===== src/rtl/core/assert_macros.svh =====
// ----------------------------------------------------------------------------
// Assertion macros
// Shared concurrent assertion wrappers; ASSERT_OFF removes them all.
// ----------------------------------------------------------------------------
`ifndef ASSERT_MACROS_SVH
`define ASSERT_MACROS_SVH

`ifndef ASSERT_OFF

`define ASSERT_ALWAYS(lbl, clk, rst, expr) \
   lbl: assert property (@(posedge clk) disable iff (rst) (expr)) \
      else $error("assertion failed");

`define ASSERT_IMPLIES(lbl, clk, rst, ante, cons) \
   lbl: assert property (@(posedge clk) disable iff (rst) (ante) |-> (cons)) \
      else $error("assertion failed");

`else

`define ASSERT_ALWAYS(lbl, clk, rst, expr)

`define ASSERT_IMPLIES(lbl, clk, rst, ante, cons)

`endif

`endif


===== src/rtl/core/odo7_pkg.sv =====
// ----------------------------------------------------------------------------
// Odometer readout package
// Types, constants and helper functions shared by the readout modules.
// ----------------------------------------------------------------------------
`default_nettype none

package odo7_pkg;

   localparam int READING_BITS = 24;
   localparam int STEP_BITS    = 6;
   localparam int NUM_STAGES   = (READING_BITS + STEP_BITS - 1) / STEP_BITS;
   localparam int PAD_BITS     = NUM_STAGES * STEP_BITS;
   localparam int DISP_DIGITS  = 7;
   localparam int BCD_BITS     = 4 * DISP_DIGITS;
   localparam int SEG_BITS     = 7;
   localparam int ICON_BITS    = 8;
   localparam int Q_DEPTH      = 2;
   localparam int Q_PTR_BITS   = $clog2(Q_DEPTH);
   localparam int Q_CNT_BITS   = $clog2(Q_DEPTH + 1);

   localparam logic [READING_BITS-1:0] ODO_LIMIT = READING_BITS'(9999999);

   localparam logic [ICON_BITS-1:0] ICON_ODO     = 8'h01;
   localparam logic [ICON_BITS-1:0] ICON_TRIP    = 8'h02;
   localparam logic [ICON_BITS-1:0] ICON_POINT   = 8'h04;
   localparam logic [ICON_BITS-1:0] ICON_KM      = 8'h08;
   localparam logic [ICON_BITS-1:0] ICON_MILE    = 8'h10;
   localparam logic [ICON_BITS-1:0] ICON_VOLT    = 8'h40;
   localparam logic [ICON_BITS-1:0] ICON_SERVICE = 8'h80;

   typedef enum logic [1:0] {
      DISPLAY_ODOMETER = 2'd0,
      DISPLAY_TRIP     = 2'd1,
      DISPLAY_SERVICE  = 2'd2,
      DISPLAY_BATTERY  = 2'd3
   } mode_type;

   typedef struct packed {
      logic [1:0]              display_mode;
      logic [READING_BITS-1:0] reading;
   } req_type;

   typedef struct packed {
      logic [SEG_BITS-1:0]  digit_five;
      logic [SEG_BITS-1:0]  digit_four;
      logic [SEG_BITS-1:0]  digit_three;
      logic [SEG_BITS-1:0]  digit_two;
      logic [SEG_BITS-1:0]  digit_one;
      logic [SEG_BITS-1:0]  digit_zero;
      logic [ICON_BITS-1:0] icon_bits;
   } rsp_type;

   typedef struct packed {
      mode_type                mode;
      logic [READING_BITS-1:0] value;
      logic [ICON_BITS-1:0]    icons;
   } item_type;

   typedef struct packed {
      logic     valid;
      item_type item;
   } slot_type;

   typedef struct packed {
      logic                 valid;
      mode_type             mode;
      logic [ICON_BITS-1:0] icons;
      logic [BCD_BITS-1:0]  bcd;
   } conv_type;

   // Runs STEP_BITS shift-and-add-3 steps, most significant input bit first.
   function automatic logic [BCD_BITS-1:0] dd_stage(input logic [BCD_BITS-1:0] bcd_in,
                                                    input logic [STEP_BITS-1:0] bits_in);
      logic [BCD_BITS-1:0] acc;
      acc = bcd_in;
      for (int j = 0; j < STEP_BITS; j++) begin
         for (int k = 0; k < DISP_DIGITS; k++) begin
            if (acc[4*k +: 4] >= 4'd5) begin
               acc[4*k +: 4] = acc[4*k +: 4] + 4'd3;
            end
         end
         acc = {acc[BCD_BITS-2:0], bits_in[STEP_BITS-1-j]};
      end
      return acc;
   endfunction

   function automatic logic [SEG_BITS-1:0] seg_glyph(input logic [3:0] code);
      logic [SEG_BITS-1:0] seg;
      case (code)
         4'd0:    seg = 7'h7E;
         4'd1:    seg = 7'h30;
         4'd2:    seg = 7'h6D;
         4'd3:    seg = 7'h79;
         4'd4:    seg = 7'h33;
         4'd5:    seg = 7'h5B;
         4'd6:    seg = 7'h5F;
         4'd7:    seg = 7'h70;
         4'd8:    seg = 7'h7F;
         4'd9:    seg = 7'h7B;
         default: seg = 7'h00;
      endcase
      return seg;
   endfunction

endpackage

`default_nettype wire


===== src/rtl/core/odo7_front.sv =====
// ----------------------------------------------------------------------------
// Odometer readout front end
// Accepts transactions, holds the unit register, saturates odometer readings
// and selects the icon byte.
// ----------------------------------------------------------------------------
`default_nettype none

module odo7_front (
   input  wire logic             clock,
   input  wire logic             reset,
   input  wire logic             start,
   output logic                  busy,
   input  wire odo7_pkg::req_type req_data,
   input  wire logic             csr_valid,
   output logic                  csr_ready,
   input  wire logic             csr_wdata,
   input  wire logic             q_full,
   output odo7_pkg::slot_type    push
);

   logic                unit_ff;
   logic                unit_in;
   logic                valid_ff;
   logic                valid_in;
   odo7_pkg::item_type  item_ff;
   odo7_pkg::item_type  item_in;
   odo7_pkg::mode_type  mode;
   logic                accept;
   logic                pushed;
   logic [odo7_pkg::ICON_BITS-1:0] unit_icon;

   assign csr_ready = 1'b1;
   assign pushed    = valid_ff && !q_full;
   assign busy      = valid_ff && q_full;
   assign accept    = start && !busy;
   assign mode      = odo7_pkg::mode_type'(req_data.display_mode);
   assign unit_icon = unit_ff ? odo7_pkg::ICON_MILE : odo7_pkg::ICON_KM;

   assign unit_in  = (csr_valid && csr_ready) ? csr_wdata : unit_ff;
   assign valid_in = accept || (valid_ff && !pushed);

   always_comb begin
      item_in       = item_ff;
      if (accept) begin
         item_in.mode  = mode;
         item_in.value = req_data.reading;
         case (mode)
            odo7_pkg::DISPLAY_ODOMETER: begin
               if (req_data.reading > odo7_pkg::ODO_LIMIT) begin
                  item_in.value = odo7_pkg::ODO_LIMIT;
               end
               item_in.icons = odo7_pkg::ICON_ODO | unit_icon;
            end
            odo7_pkg::DISPLAY_TRIP: begin
               item_in.icons = odo7_pkg::ICON_TRIP | odo7_pkg::ICON_POINT | unit_icon;
            end
            odo7_pkg::DISPLAY_SERVICE: begin
               item_in.icons = odo7_pkg::ICON_SERVICE | odo7_pkg::ICON_POINT | unit_icon;
            end
            odo7_pkg::DISPLAY_BATTERY: begin
               item_in.icons = odo7_pkg::ICON_VOLT | odo7_pkg::ICON_POINT;
            end
            default: begin
               item_in.icons = '0;
            end
         endcase
      end
   end

   always_ff @(posedge clock) begin
      if (reset) begin
         unit_ff  <= 1'b0;
         valid_ff <= 1'b0;
      end else begin
         unit_ff  <= unit_in;
         valid_ff <= valid_in;
      end
   end

   always_ff @(posedge clock) begin
      item_ff <= item_in;
   end

   assign push.valid = valid_ff;
   assign push.item  = item_ff;

endmodule

`default_nettype wire


===== src/rtl/core/odo7_queue.sv =====
// ----------------------------------------------------------------------------
// Odometer readout queue
// Two-entry queue between the front end and the conversion pipeline.
// ----------------------------------------------------------------------------
`default_nettype none

module odo7_queue (
   input  wire logic              clock,
   input  wire logic              reset,
   input  wire odo7_pkg::slot_type push,
   output logic                   q_full,
   output odo7_pkg::slot_type     head
);

   odo7_pkg::item_type                mem_ff [odo7_pkg::Q_DEPTH];
   logic [odo7_pkg::Q_PTR_BITS-1:0]   wr_ptr_ff;
   logic [odo7_pkg::Q_PTR_BITS-1:0]   wr_ptr_in;
   logic [odo7_pkg::Q_PTR_BITS-1:0]   rd_ptr_ff;
   logic [odo7_pkg::Q_PTR_BITS-1:0]   rd_ptr_in;
   logic [odo7_pkg::Q_CNT_BITS-1:0]   count_ff;
   logic [odo7_pkg::Q_CNT_BITS-1:0]   count_in;
   logic                              do_push;
   logic                              do_pop;

   assign q_full  = (count_ff == odo7_pkg::Q_CNT_BITS'(odo7_pkg::Q_DEPTH));
   assign do_push = push.valid && !q_full;
   assign do_pop  = (count_ff != '0);

   assign wr_ptr_in = do_push ? wr_ptr_ff + 1'b1 : wr_ptr_ff;
   assign rd_ptr_in = do_pop ? rd_ptr_ff + 1'b1 : rd_ptr_ff;

   always_comb begin
      count_in = count_ff;
      if (do_push && !do_pop) begin
         count_in = count_ff + 1'b1;
      end else if (!do_push && do_pop) begin
         count_in = count_ff - 1'b1;
      end
   end

   always_ff @(posedge clock) begin
      if (reset) begin
         wr_ptr_ff <= '0;
         rd_ptr_ff <= '0;
         count_ff  <= '0;
      end else begin
         wr_ptr_ff <= wr_ptr_in;
         rd_ptr_ff <= rd_ptr_in;
         count_ff  <= count_in;
      end
   end

   always_ff @(posedge clock) begin
      if (do_push) begin
         mem_ff[wr_ptr_ff] <= push.item;
      end
   end

   assign head.valid = do_pop;
   assign head.item  = mem_ff[rd_ptr_ff];

endmodule

`default_nettype wire


===== src/rtl/core/odo7_conv.sv =====
// ----------------------------------------------------------------------------
// Odometer readout binary to BCD pipeline
// Shift-and-add-3 conversion, a fixed group of input bits per stage.
// ----------------------------------------------------------------------------
`default_nettype none

module odo7_conv (
   input  wire logic              clock,
   input  wire logic              reset,
   input  wire odo7_pkg::slot_type head,
   output odo7_pkg::conv_type     conv
);

   typedef struct packed {
      logic                          valid;
      odo7_pkg::mode_type            mode;
      logic [odo7_pkg::ICON_BITS-1:0] icons;
      logic [odo7_pkg::PAD_BITS-1:0] bin;
      logic [odo7_pkg::BCD_BITS-1:0] bcd;
   } stage_type;

   stage_type stage_ff  [odo7_pkg::NUM_STAGES];
   stage_type stage_in  [odo7_pkg::NUM_STAGES];
   stage_type stage_src [odo7_pkg::NUM_STAGES];

   always_comb begin
      stage_src[0].valid = head.valid;
      stage_src[0].mode  = head.item.mode;
      stage_src[0].icons = head.item.icons;
      stage_src[0].bin   = odo7_pkg::PAD_BITS'(head.item.value);
      stage_src[0].bcd   = '0;
      for (int k = 1; k < odo7_pkg::NUM_STAGES; k++) begin
         stage_src[k] = stage_ff[k-1];
      end
      for (int k = 0; k < odo7_pkg::NUM_STAGES; k++) begin
         stage_in[k]     = stage_src[k];
         stage_in[k].bcd = odo7_pkg::dd_stage(stage_src[k].bcd,
            stage_src[k].bin[odo7_pkg::PAD_BITS-1 -: odo7_pkg::STEP_BITS]);
         stage_in[k].bin = stage_src[k].bin << odo7_pkg::STEP_BITS;
      end
   end

   always_ff @(posedge clock) begin
      if (reset) begin
         for (int k = 0; k < odo7_pkg::NUM_STAGES; k++) begin
            stage_ff[k].valid <= 1'b0;
         end
      end else begin
         for (int k = 0; k < odo7_pkg::NUM_STAGES; k++) begin
            stage_ff[k] <= stage_in[k];
         end
      end
   end

   assign conv.valid = stage_ff[odo7_pkg::NUM_STAGES-1].valid;
   assign conv.mode  = stage_ff[odo7_pkg::NUM_STAGES-1].mode;
   assign conv.icons = stage_ff[odo7_pkg::NUM_STAGES-1].icons;
   assign conv.bcd   = stage_ff[odo7_pkg::NUM_STAGES-1].bcd;

endmodule

`default_nettype wire


===== src/rtl/core/odo7_format.sv =====
// ----------------------------------------------------------------------------
// Odometer readout formatter
// Places decimal digits by mode, blanks leading zeros and drives the
// registered segment patterns.
// ----------------------------------------------------------------------------
`default_nettype none

module odo7_format (
   input  wire logic              clock,
   input  wire logic              reset,
   input  wire odo7_pkg::conv_type conv,
   output logic                   rsp_valid,
   output odo7_pkg::rsp_type      rsp_data
);

   logic [3:0]         d [6];
   logic [3:0]         b [odo7_pkg::DISP_DIGITS];
   logic [5:1]         blank;
   logic               valid_ff;
   logic               valid_in;
   odo7_pkg::rsp_type  data_ff;
   odo7_pkg::rsp_type  data_in;

   always_comb begin
      for (int k = 0; k < odo7_pkg::DISP_DIGITS; k++) begin
         b[k] = conv.bcd[4*k +: 4];
      end
      for (int k = 0; k < 6; k++) begin
         d[k] = 4'd0;
      end
      case (conv.mode)
         odo7_pkg::DISPLAY_ODOMETER: begin
            for (int k = 0; k < 6; k++) begin
               d[k] = b[k+1];
            end
         end
         odo7_pkg::DISPLAY_TRIP: begin
            for (int k = 0; k < 4; k++) begin
               d[k] = b[k];
            end
         end
         odo7_pkg::DISPLAY_SERVICE: begin
            for (int k = 0; k < 5; k++) begin
               d[k] = b[k];
            end
         end
         odo7_pkg::DISPLAY_BATTERY: begin
            for (int k = 0; k < 3; k++) begin
               d[k] = b[k+1];
            end
         end
         default: begin
            d[0] = 4'd0;
         end
      endcase
   end

   always_comb begin
      blank[5] = (d[5] == 4'd0);
      blank[4] = blank[5] && (d[4] == 4'd0);
      blank[3] = blank[4] && (d[3] == 4'd0);
      blank[2] = blank[3] && (d[2] == 4'd0);
      blank[1] = blank[2] && (conv.mode == odo7_pkg::DISPLAY_ODOMETER) && (d[1] == 4'd0);
   end

   always_comb begin
      data_in.digit_five  = blank[5] ? '0 : odo7_pkg::seg_glyph(d[5]);
      data_in.digit_four  = blank[4] ? '0 : odo7_pkg::seg_glyph(d[4]);
      data_in.digit_three = blank[3] ? '0 : odo7_pkg::seg_glyph(d[3]);
      data_in.digit_two   = blank[2] ? '0 : odo7_pkg::seg_glyph(d[2]);
      data_in.digit_one   = blank[1] ? '0 : odo7_pkg::seg_glyph(d[1]);
      data_in.digit_zero  = odo7_pkg::seg_glyph(d[0]);
      data_in.icon_bits   = conv.icons;
   end

   assign valid_in = conv.valid;

   always_ff @(posedge clock) begin
      if (reset) begin
         valid_ff <= 1'b0;
      end else begin
         valid_ff <= valid_in;
      end
   end

   always_ff @(posedge clock) begin
      data_ff <= data_in;
   end

   assign rsp_valid = valid_ff;
   assign rsp_data  = data_ff;

endmodule

`default_nettype wire


===== src/rtl/core/odometer_readout_seven_segment.sv =====
// ----------------------------------------------------------------------------
// Odometer readout, seven-segment
// Turns a display mode and a binary reading into six digit patterns and an
// icon byte.
// ----------------------------------------------------------------------------
// Usage:
// A request transaction is taken at a rising edge with start high and busy
// low; req_data carries the display mode and the reading. Each result is on
// rsp_data for exactly one cycle, marked by rsp_valid, one result per request
// and in request order.
// The unit register is written through csr_valid/csr_wdata; csr_ready is
// always high. Write it only while no request is in flight.
// A request passes through the front-end register, the queue, one conversion
// stage per six reading bits and the output register, in that order.
// Throughput: one request per cycle; busy stays low because the conversion
// pipeline never stalls.
// Reset clears the unit register to kilometres and drops all transactions in
// flight. The receiver cannot stall, so no result is ever held back.
// ----------------------------------------------------------------------------
`default_nettype none

`include "assert_macros.svh"

module odometer_readout_seven_segment (
   input  wire logic              clock,
   input  wire logic              reset,
   input  wire logic              start,
   output logic                   busy,
   input  wire odo7_pkg::req_type  req_data,
   input  wire logic              csr_valid,
   output logic                   csr_ready,
   input  wire logic              csr_wdata,
   output logic                   rsp_valid,
   output odo7_pkg::rsp_type      rsp_data
);

   odo7_pkg::slot_type push;
   odo7_pkg::slot_type head;
   odo7_pkg::conv_type conv;
   logic               q_full;
   logic               volt_shown;
   logic               upper_blank;

   odo7_front u_front (
      .clock     (clock),
      .reset     (reset),
      .start     (start),
      .busy      (busy),
      .req_data  (req_data),
      .csr_valid (csr_valid),
      .csr_ready (csr_ready),
      .csr_wdata (csr_wdata),
      .q_full    (q_full),
      .push      (push)
   );

   odo7_queue u_queue (
      .clock  (clock),
      .reset  (reset),
      .push   (push),
      .q_full (q_full),
      .head   (head)
   );

   odo7_conv u_conv (
      .clock (clock),
      .reset (reset),
      .head  (head),
      .conv  (conv)
   );

   odo7_format u_format (
      .clock     (clock),
      .reset     (reset),
      .conv      (conv),
      .rsp_valid (rsp_valid),
      .rsp_data  (rsp_data)
   );

   assign volt_shown  = rsp_valid && ((rsp_data.icon_bits & odo7_pkg::ICON_VOLT) != '0);
   assign upper_blank = (rsp_data.digit_five == '0) && (rsp_data.digit_four == '0)
                        && (rsp_data.digit_three == '0);

   `ASSERT_ALWAYS(a_never_busy, clock, reset, !busy)
   `ASSERT_IMPLIES(a_units_shown, clock, reset, rsp_valid, rsp_data.digit_zero != '0)
   `ASSERT_IMPLIES(a_volt_upper_blank, clock, reset, volt_shown, upper_blank)

endmodule

`default_nettype wire


===== config.mk =====
export PLATFORM = sky130hd
export DESIGN_NAME = odometer_readout_seven_segment
export DESIGN_NICKNAME = d
export VERILOG_FILES = /design/src/rtl/core/odo7_pkg.sv /design/src/rtl/core/odo7_front.sv /design/src/rtl/core/odo7_queue.sv /design/src/rtl/core/odo7_conv.sv /design/src/rtl/core/odo7_format.sv /design/src/rtl/core/odometer_readout_seven_segment.sv
export VERILOG_INCLUDE_DIRS = /design/src /design/src/rtl/core
export SDC_FILE = /design/constraint.sdc
export NUM_CORES = 1
export LEC_CHECK = 0
export BUFFER_PORTS_ARGS = -buffer_cell sky130_fd_sc_hd__buf_2
export CAP_MARGIN = 20
export CORE_UTILIZATION = 30
export DETAILED_ROUTE_END_ITERATION = 6
export HOLD_SLACK_MARGIN = 0.15
export PLACE_DENSITY = 0.57
export REMOVE_ABC_BUFFERS = 1
export SLEW_MARGIN = 20
export SYNTH_ARGS = -nofsm -noshare
export SYNTH_HDL_FRONTEND = slang
export SYNTH_SLANG_ARGS = --single-unit

===== constraint.sdc =====
create_clock -name clock -period 4.7 [get_ports clock]
set_clock_uncertainty 0.05 [all_clocks]
set_input_delay 0.705 -clock clock [delete_from_list [all_inputs] [get_ports clock]]
set_output_delay 0.705 -clock clock [all_outputs]
set_load 0.01 [all_outputs]

# Word-level counts from Yosys, hierarchy flattened

Memory sizes are Yosys's and may differ from the RTL's. A register that Yosys moved wholly into a read port is not among the register bits.
Index checks and enable logic that the tools add are counted.
W data, S select, Z words.

Register bits: 49
Output and inout bits: 53
Memory bits (read-only): 672
RAM bits: 296
Logic and storage cells: 469
Memories kept: 8
Input bits: 31

Memories:

| name             | words | width | read ports | clocked after Yosys merged registers in | wr ports | RTL line        | text |
|---|---|---|---|---|---|---|---|
| u_conv.stage_ff  | 4     | 57    | 4          | 0                                       | 4        | odo7_conv.sv:22 | `stage_type stage_ff [odo7_pkg::NUM_STAGES];` |
| (name not given) | 16    | 7     | 1          | 1                                       | 0        | odo7_pkg.sv:89  | `case (code)` |
| (name not given) | 16    | 7     | 1          | 1                                       | 0        | odo7_pkg.sv:89  |  |
| (name not given) | 16    | 7     | 1          | 1                                       | 0        | odo7_pkg.sv:89  |  |
| (name not given) | 16    | 7     | 1          | 1                                       | 0        | odo7_pkg.sv:89  |  |
| (name not given) | 16    | 7     | 1          | 1                                       | 0        | odo7_pkg.sv:89  |  |
| 2 more memories  | n/a   | n/a   | n/a        | n/a                                     | n/a      | n/a             |  |

Eq/ne operators: 7
Mux-type cells: 150
Bitwise gates (word level): 4
Reductions and logical operators: 27
Add/sub/neg operators: 133
Magnitude comparators: 130

Operators by type and width:

| kind                   | number |
|---|---|
| $ge A4 B3 Y1 const B   | 128 |
| $mux W4                | 112 |
| $add A4 B2 Y4 const B  | 110 |
| $add A3 B2 Y3 const B  | 18 |
| $mux W3                | 18 |
| $mux W24               | 2 |
| $pmux W8 S4            | 1 |
| $gt A24 B24 Y1 const B | 1 |
| $pmux W12 S2           | 1 |
| $logic_not A4 Y1       | 5 |
| $pmux W4 S2            | 2 |
| $logic_and A1 B1 Y1    | 11 |
| $mux W1                | 11 |
| $eq A2 B2 Y1 const B   | 5 |
| $mux W5                | 1 |
| $add A3 B2 Y4 const B  | 1 |
| $eq A2 B1 Y1 const B   | 2 |
| $logic_not A1 Y1       | 4 |
| $logic_not A2 Y1       | 2 |
| $mux W2                | 2 |
| $or A1 B1 Y1           | 4 |
| $reduce_bool A2 Y1     | 2 |
| $reduce_or A2 Y1       | 2 |
| $ge A3 B3 Y1 const B   | 1 |
| other kinds (4)        | 5 |

# Longest topological paths before layout

Gate-level depths: netlist (run 1).
An unclocked memory read counts as a cell.

Word-level depth: 13
Gate-level depth with buffers: 28
Depth with buffers taken out: 28

# Hierarchy

Synthesis (run 1) repeated with hierarchy kept, for this count alone.

Cells, all modules: 2376
Area total of the unflattened synthesis: 22277.6 sq um

Modules (own cells, without submodules):

| module      | instances | sequential area each (sq um) | area an instance (sq um) | cells each |
|---|---|---|---|---|
| odo7_conv   | 1         | 4554.4                       | 15337.2                  | 1844 |
| odo7_format | 1         | 1021.0                       | 2817.7                   | 299 |
| odo7_queue  | 1         | 2142.1                       | 2673.8                   | 132 |
| odo7_front  | 1         | 1031.0                       | 1448.9                   | 101 |

# Worst setup path after synthesis (run 1)

OpenSTA, ideal clock, no wires.

Path type: reg-to-reg
From: mem u_conv.stage_ff[0][134] (netlist bit)
To: mem u_conv.stage_ff[0][197] (netlist bit) (data pin)
Data required time: 4.380 ns
Arrival: 4.775 ns
Path buffers: 0
Path slack: -0.395 ns
Stages on the path, launching flop included: 26
Library setup time: 0.270 ns
Clock period less this slack: 5.095 ns
Cells stage by stage: edfxtp_1 -> inv_1 -> ha_1 -> inv_1 -> ha_1 -> a21oi_1 -> xnor2_1 -> ha_1 -> inv_1 -> a21o_1 -> a22oi_1 -> inv_1 -> ha_1 -> a21oi_1 -> a31oi_1 -> o21ai_0 -> xnor2_1 -> inv_1 -> ha_1 -> nor2b_1 -> o21a_1 -> xor2_1 -> ha_1 -> nor2b_1 -> o21ai_0 -> o21ai_0

RTL lines:

| item            | RTL line |
|---|---|
| start, declared | odo7_conv.sv:22 |

==> summary.txt, run 1 <==
Run status
  – Outcome: complete, no violations

Critical path
  – Startpoint types: flip-flop
  – Max Fanout on Critical Path: 6
  – Critical path required time: ~4900 ps
  – Setup crit end kind: flip-flop
  – Worst path arrival time: 4790 ps
  – Reg2reg path depth: 25
  – Crit path kind: flip-flop to flip-flop

Floorplan
  – Die ar.: 0.07095 sq mm
  – Initial core utilization: between 30% and 40%
  – Rows: between 90 and 100
  – Core area: 0.06883 sq mm
  – Die X: 266.4 um
  – IO Count: 84
  – Die height: 266.4 um

Route
  – Total wire length: around 44 mm
  – DRT Pass-1 Iters: 6
  – Avg Vias per Cell: 5.003
  – Number of remaining DRC errors: 0
  – DRT iter0 DRCs: 1042
  – Antenna-violating nets left: 0
  – Wirelength per Cell: roughly 13 um
  – Vias: 17121

Place
  – DP Area: 0.02327 sq mm
  – Final Wtd Congestion: just over 0.8
  – Pre-CTS setup slack: -165.6 ps
  – HPWL after detailed placement: between 30 and 40 mm
  – Cells after DPL: between 3000 and 4000
  – # port buffers: 81

Worst hold path
  – Hold Path Class: flip-flop to flip-flop
  – Worst hold path depth: 0

Timing
  – Final Hold Fails: 0
  – Slew Limit Fails: 0
  – Fmax: about 220 MHz
  – Unrepaired setup endpoints after global routing: true
  – Worst hold slack: slightly below 300 ps
  – Final Critical Period: 4551 ps
  – Final Cycle Share: a little over nine tenths
  – Final worst setup slack: approximately 150 ps
  – Final Setup Violations: 0
  – Worst-margin pin slew: 849.1 ps
  – Slew HR: about two fifths

Clocking
  – Max clock buf depth: 3
  – CTS buffer count: 36
  – Clock-pin slew on the worst setup and hold paths: 60 ps
  – Clk_lat worst skew: between 500 and 600 ps
  – CTS root buffer: clkbuf_16
  – CTS H-tree depth: 2
  – CTS sink count: 305
  – CTS tree: done

Synth
  – Ys Warns: 0
  – Syn avg cell area: 9.491 sq um
  – Synth Register Bits: a little over 300
  – Cell variety after synth: 107
  – Register area share after synthesis: around 41%
  – Post-synth EDFFs: around 240
  – Netlist Area Pre-Place: 0.02097 sq mm
  – Most used flip-flop cell after synthesis: edfxtp_1
  – Mapped Cells: around 2200
  – Ys async rst share: 0%

Run
  – Max-capacitance violation count: 0

Global routing
  – First-pass GRT wire length: about 72 mm
  – Largest net degree at the start of global routing: 96
  – Vias in the first global route: 16032
  – Antenna violations before repair: 0
  – Total grt overflow: 0
  – Tot GR Track Use: about 12%

Cells and area
  – Count of non-filler cells in the finished layout: 3422
  – Fin area: ~0.026 sq mm
  – Nets: about 2600
  – Share of layout cells above drive strength 1: around 29%
  – Ant. Diodes: 0
  – Area grow syn2layout: 24.48%
## Yosys cell counts (43+ instances only)
library cell / instances / area [sq um]
nand2_1: 207 / 777.0
nand2b_1: 46 / 287.8
a31oi_1: 43 / 269.0
clkbuf_1: 57 / 214.0
o21ai_0: 130 / 650.6
inv_1: 126 / 473.0
dfxtp_1: 61 / 1221
mux2_2: 60 / 675.7
nor2_1: 189 / 709.4
edfxtp_1: 244 / 7327
mux2i_1: 57 / 570.6
nand3_1: 50 / 250.2
nor2b_1: 53 / 331.6
ha_1: 118 / 1476
a21oi_1: 129 / 645.6
## critical path, stage by stage (launching register included)
cell	delay, ps
edfxtp_1	470
ha_2	250
nand2b_1	190
a211oi_2	280
nor2_1	110
inv_1	80
ha_1	140
inv_1	60
o21ai_2	70
a211oi_2	100
nor2_2	150
inv_1	60
ha_1	200
nor2b_2	120
a221oi_1	80
a31o_2	280
inv_2	70
ha_2	170
o211ai_1	90
o211ai_1	190
inv_1	100
ha_2	200
o21a_1	190
o32a_1	390
a21oi_2	130
o21ai_1	70
## placed cells by master, fill, tap and decap left out, types with 61 or more instances in the layout
master	synthesis	layout
buf_2	7	81
a21oi_1	129	115
nand2_1	207	200
o21ai_0	130	113
buf_4	7	210
nor2_1	189	173
dfxtp_1	61	61
ha_1	118	74
inv_1	126	104
edfxtp_1	244	244
## stage by stage
stage / utilization, % / setup TNS [ps]
detailed placement: 33.81 / -1353
CTS: 35.79 / -8.308
floorplan: - / -2888
global route: 37.92 / -1852
finish: 37.92 / 0
global placement: 33.81 / 0
## registers in the layout, indices dropped and copies added, names as in the netlist, named ones only
name	count
u_queue.mem_ff	66
u_queue.count_ff	2
u_queue.wr_ptr_ff	1
u_queue.rd_ptr_ff	1
u_front.valid_ff	1
u_conv.stage_ff	149
u_front.unit_ff	1
u_front.push	33
u_format.rsp_valid	1
u_format.rsp_data	49
## what timing repair did
item                                   CTS  global route
setup endpoints to repair               26            47
hold buffers                             0             0
cloned                                   0             0
setup buffers                            7            66
gates resized for setup                 26           243
endpoints found under the hold margin    0             0
pin swaps                                3            96
## final timing paths
check	slack [ps]	endpoint	startpoint
hold reg to reg	290	u_format.rsp_data[1]$_DFF_P_	u_conv.stage_ff[0][218]$_DFFE_PN_
hold / removal	290	u_format.rsp_data[1]$_DFF_P_	u_conv.stage_ff[0][218]$_DFFE_PN_
setup reg to reg	150	u_conv.stage_ff[0][188]$_DFFE_PN_	u_conv.stage_ff[0][130]$_DFFE_PN_
setup / recovery	150	u_conv.stage_ff[0][188]$_DFFE_PN_	u_conv.stage_ff[0][130]$_DFFE_PN_
## area by class of cell
cell class                 count  area (sq um)
tap                          931          1165
clock buffer                  52          1055
fill                        6720         42730
clock inverter                14         157.7
inverter                     134         510.5
timing repair buffer         293          2004
multi-input combinational   1693         12660
sequential                   305          8548
## kinds of logic (layout without fill, tap and decap cells)
kind of cell,after synthesis,after routing,synth area share (%)
other,2,2,0.03582
and+or+nand+nor,709,709,16.14
DFF,305,305,40.77
xor gates and xnor gates,66,66,3.151
buffers and inverters,211,493,3.945
muxes,124,124,6.439
adders and majority gates,118,118,7.042
AOI/OAI and AO/OA,674,674,22.48
## metal layers
| layer | up-vias | global-route usage [%] | routed length, um |
|---|---|---|---|
| met3 | 76 | 1.784 | 1400 |
| met5 | - | 0 | 0 |
| met1 | 8078 | 14.42 | 19720 |
| met2 | 277 | 20.59 | 21990 |
| li1 | 8690 | - | - |
| met4 | 0 | 3.231 | 860 |
Power of run 1 is not shown: default switching activity piles up to over one toggle a cycle in this logic, so the estimate is an artifact.
==> run 2, diff against run 1 <==
--- a/config.mk
+++ b/config.mk
@@ -10,6 +10,7 @@
 export CAP_MARGIN = 20
 export CORE_UTILIZATION = 30
 export DETAILED_ROUTE_END_ITERATION = 6
+export GPL_TIMING_DRIVEN = 0
 export HOLD_SLACK_MARGIN = 0.15
 export PLACE_DENSITY = 0.57
 export REMOVE_ABC_BUFFERS = 1
==> summary.txt, run 2 (synthesized netlist as in run 1, its figures left out) <==
Clocking
  – CTS sink count: 305 (unchanged)
  – Clk_lat worst skew: 550 ps (about the same)
  – CTS buffer count: 36 (unchanged)
  – CTS root buffer: clkbuf_16 (unchanged)
  – CTS H-tree depth: 2 (unchanged)
  – CTS tree: done (unchanged)
  – Clock-pin slew on the worst setup and hold paths: 50 ps (was 60 ps)
  – Max clock buf depth: 3 (unchanged)

Critical path
  – Critical Path Start: u_conv.stage_ff[0][130]$_DFFE_PN_ (unchanged)
  – Critical path required time: 4930 ps (was 4940 ps)
  – Slowest CP cell: edfxtp_1 (unchanged)
  – Worst path arrival time: 4880 ps (was 4790 ps)
  – Setup crit end kind: flip-flop (unchanged)
  – Worst Setup EP: u_conv.stage_ff[0][196]$_DFFE_PN_ (was u_conv.stage_ff[0][188]$_DFFE_PN_)
  – Reg2Reg Capture Point: u_conv.stage_ff[0][196]$_DFFE_PN_ (was u_conv.stage_ff[0][188]$_DFFE_PN_)
  – Startpoint types: flip-flop (unchanged)
  – Critical path, cell by cell: ha_2, nand2b_2, a211o_1, o21ai_1, nand3_1, and2_1, ha_1, o21ai_1, a22oi_2, o21ai_2, xnor2_2, inv_1, ha_2, nor2b_1, o21a_1, xor2_2, buf_4, ha_4, nor2b_4, o21ai_4, xor2_1
  – Crit-path max cell delay: 410 ps (was 470 ps)
  – Flop2flop setup slack: 50 ps (was 150 ps)
  – Reg2reg path depth: 21 (was 25)
  – Crit path kind: flip-flop to flip-flop (unchanged)
  – Max Fanout on Critical Path: 5 (was 6)
  – R2r startpoint: u_conv.stage_ff[0][130]$_DFFE_PN_ (unchanged)

Floorplan
  – Initial core utilization: 30.46% (unchanged)
  – IO Count: 84 (unchanged)
  – Rows: 96 (unchanged)
  – Die ar.: 0.07095 sq mm (unchanged)
  – Die X: 266.4 um (unchanged)
  – Die height: 266.4 um (unchanged)
  – Core area: 0.06883 sq mm (unchanged)

Cells and area
  – Largest register FFs: 149 (unchanged)
  – Layout fillers: 6568 (was 6720)
  – Most common cell after layout, fill and taps aside: edfxtp_1 (unchanged)
  – Top reg by flops: u_conv.stage_ff (unchanged)
  – Ant. Diodes: 0 (unchanged)
  – Share of layout cells above drive strength 1: 32.21% (was 29.19%)
  – Nets: 2580 (was 2612)
  – Area grow syn2layout: 28.17% (was 24.48%)
  – Most frequent cells in the layout: 244 x edfxtp_1, 195 x nand2_1, 176 x nor2_1 (was 244 x edfxtp_1, 210 x buf_4, 200 x nand2_1)

Route
  – DR WL met2: 22.85 mm (was 21.99 mm)
  – Antenna-violating nets left: 0 (unchanged)
  – Total wire length: 44.84 mm (was 43.97 mm)
  – DRT Pass-1 Iters: 7 (was 6)
  – Wirelength per Cell: 13.23 um (was 12.85 um)
  – Avg Vias per Cell: 5.073 (was 5.003)
  – Routed wl met3: 1.664 mm (was 1.400 mm)
  – DRT iter0 DRCs: 1018 (was 1042)
  – Number of remaining DRC errors: 0 (unchanged)
  – M1 WL: 19.55 mm (was 19.72 mm)
  – Vias: 17196 (was 17121)
  – Top routing layer in use: met4 (unchanged)

Global routing
  – Vias in the first global route: 15773 (was 16032)
  – Antenna violations before repair: 2 (was 0)
  – Total grt overflow: 0 (unchanged)
  – Largest net degree at the start of global routing: 80 (was 96)
  – First-pass GRT wire length: 71.53 mm (was 71.61 mm)
  – Tot GR Track Use: 11.60% (was 11.59%)

Timing
  – Fmax: 215.0 MHz (was 219.7 MHz)
  – Slew Limit Fails: 0 (unchanged)
  – Final Cycle Share: 98.94% (was 96.84%)
  – Worst-margin pin slew: 901.9 ps (was 849.1 ps)
  – Final Setup Violations: 0 (unchanged)
  – Slew HR: 39.87% (was 41.77%)
  – Unrepaired setup endpoints after global routing: true (unchanged)
  – Setup TNS Final: 0 ps (unchanged)
  – Final Critical Period: 4650 ps (was 4551 ps)
  – Final Hold Fails: 0 (unchanged)

Worst hold path
  – Hold Path Class: flip-flop to flip-flop (unchanged)

Run status
  – Outcome: complete, no violations (unchanged)

Place
  – HPWL after detailed placement: 28.93 mm (was 30.09 mm)
  – Final Wtd Congestion: 0.8303 (was 0.8283)
  – # port buffers: 81 (unchanged)

Run
  – Max-capacitance violation count: 0 (unchanged)
## run 2: cell types whose count changed in the layout (fill, tap and decap cells not counted), sizes merged
cell | previous run | this run
inv | 137 | 135
clkinvlp | 0 | 2
clkbuf | 52 | 46
clkinv | 9 | 14
bufinv | 2 | 3
buf | 293 | 261
## run 2: final cells by class
class | instances | area, sq um | area share [%]
Multi-Input combinational cell | 1693 | 13550 | 50.44
Sequential cell | 305 | 8549 | 31.82
Timing Repair Buffer | 261 | 1877 | 6.985
Tap cell | 931 | 1165 | 4.335
Clock buffer | 46 | 991.0 | 3.688
Inverter | 134 | 515.5 | 1.918
Clock inverter | 20 | 220.2 | 0.8195
## run 2: critical path: cells and delay by family, from the launching register on
| family | cells | cell delay, ps |
|---|---|---|
| buf+inv | 2 | 210 |
| flops | 1 | 410 |
| xor+xnor | 3 | 470 |
| fa+ha+maj | 4 | 810 |
| compound gates | 7 | 1410 |
| simple gates | 5 | 990 |
## run 2: per-layer routing
metal  track usage [%]  vias to the layer above
met5                 0                        -
met4             3.138                        0
met3             1.996                       67
met2             20.63                      303
met1             14.32                     8176
li1                  -                     8650
## run 2: through the flow
step | std cells | hold slack (ps) | setup WS [ps] | cell area [sq um] | util, %
after floorplan | 2132 | 273.3 | -395.3 | 20640 | -
after global placement | 3144 | 284.4 | -897.6 | 22210 | 32.27
after detailed placement | 3151 | 279.5 | -1189 | 22380 | 32.52
after CTS | 3276 | 275.2 | -15.94 | 24680 | 35.86
after global routing | 3390 | 289.2 | -205.9 | 26870 | 39.04
final | 3390 | 294.2 | 49.78 | 26870 | 39.04
## run 2: how the worst min path moves through the flow
stage                                           start                            to  slack [ps]  cells after the start
floorplan           u_conv.stage_ff[0][217]$_DFFE_PN_  u_format.rsp_data[0]$_DFF_P_         270                      0
global placement    u_conv.stage_ff[0][223]$_DFFE_PN_  u_format.rsp_data[6]$_DFF_P_         280                      0
detailed placement  u_conv.stage_ff[0][219]$_DFFE_PN_  u_format.rsp_data[2]$_DFF_P_         280                      0
CTS                                      req_data[23]    u_front.push[31]$_DFFE_PP_         280                      1
global route                             req_data[23]    u_front.push[31]$_DFFE_PP_         290                      1
finish              u_conv.stage_ff[0][224]$_DFFE_PN_  u_format.rsp_data[7]$_DFF_P_         290                      0
## run 2: what timing repair did
| action | in CTS | in global routing |
|---|---|---|
| resized for setup | 139 | 318 |
| setup endpoints to repair | 49 | 47 |
| hold buffers | 0 | 0 |
| pin swaps | 39 | 147 |
| setup buffers | 59 | 114 |
Power of run 2 is left out for the same reason.
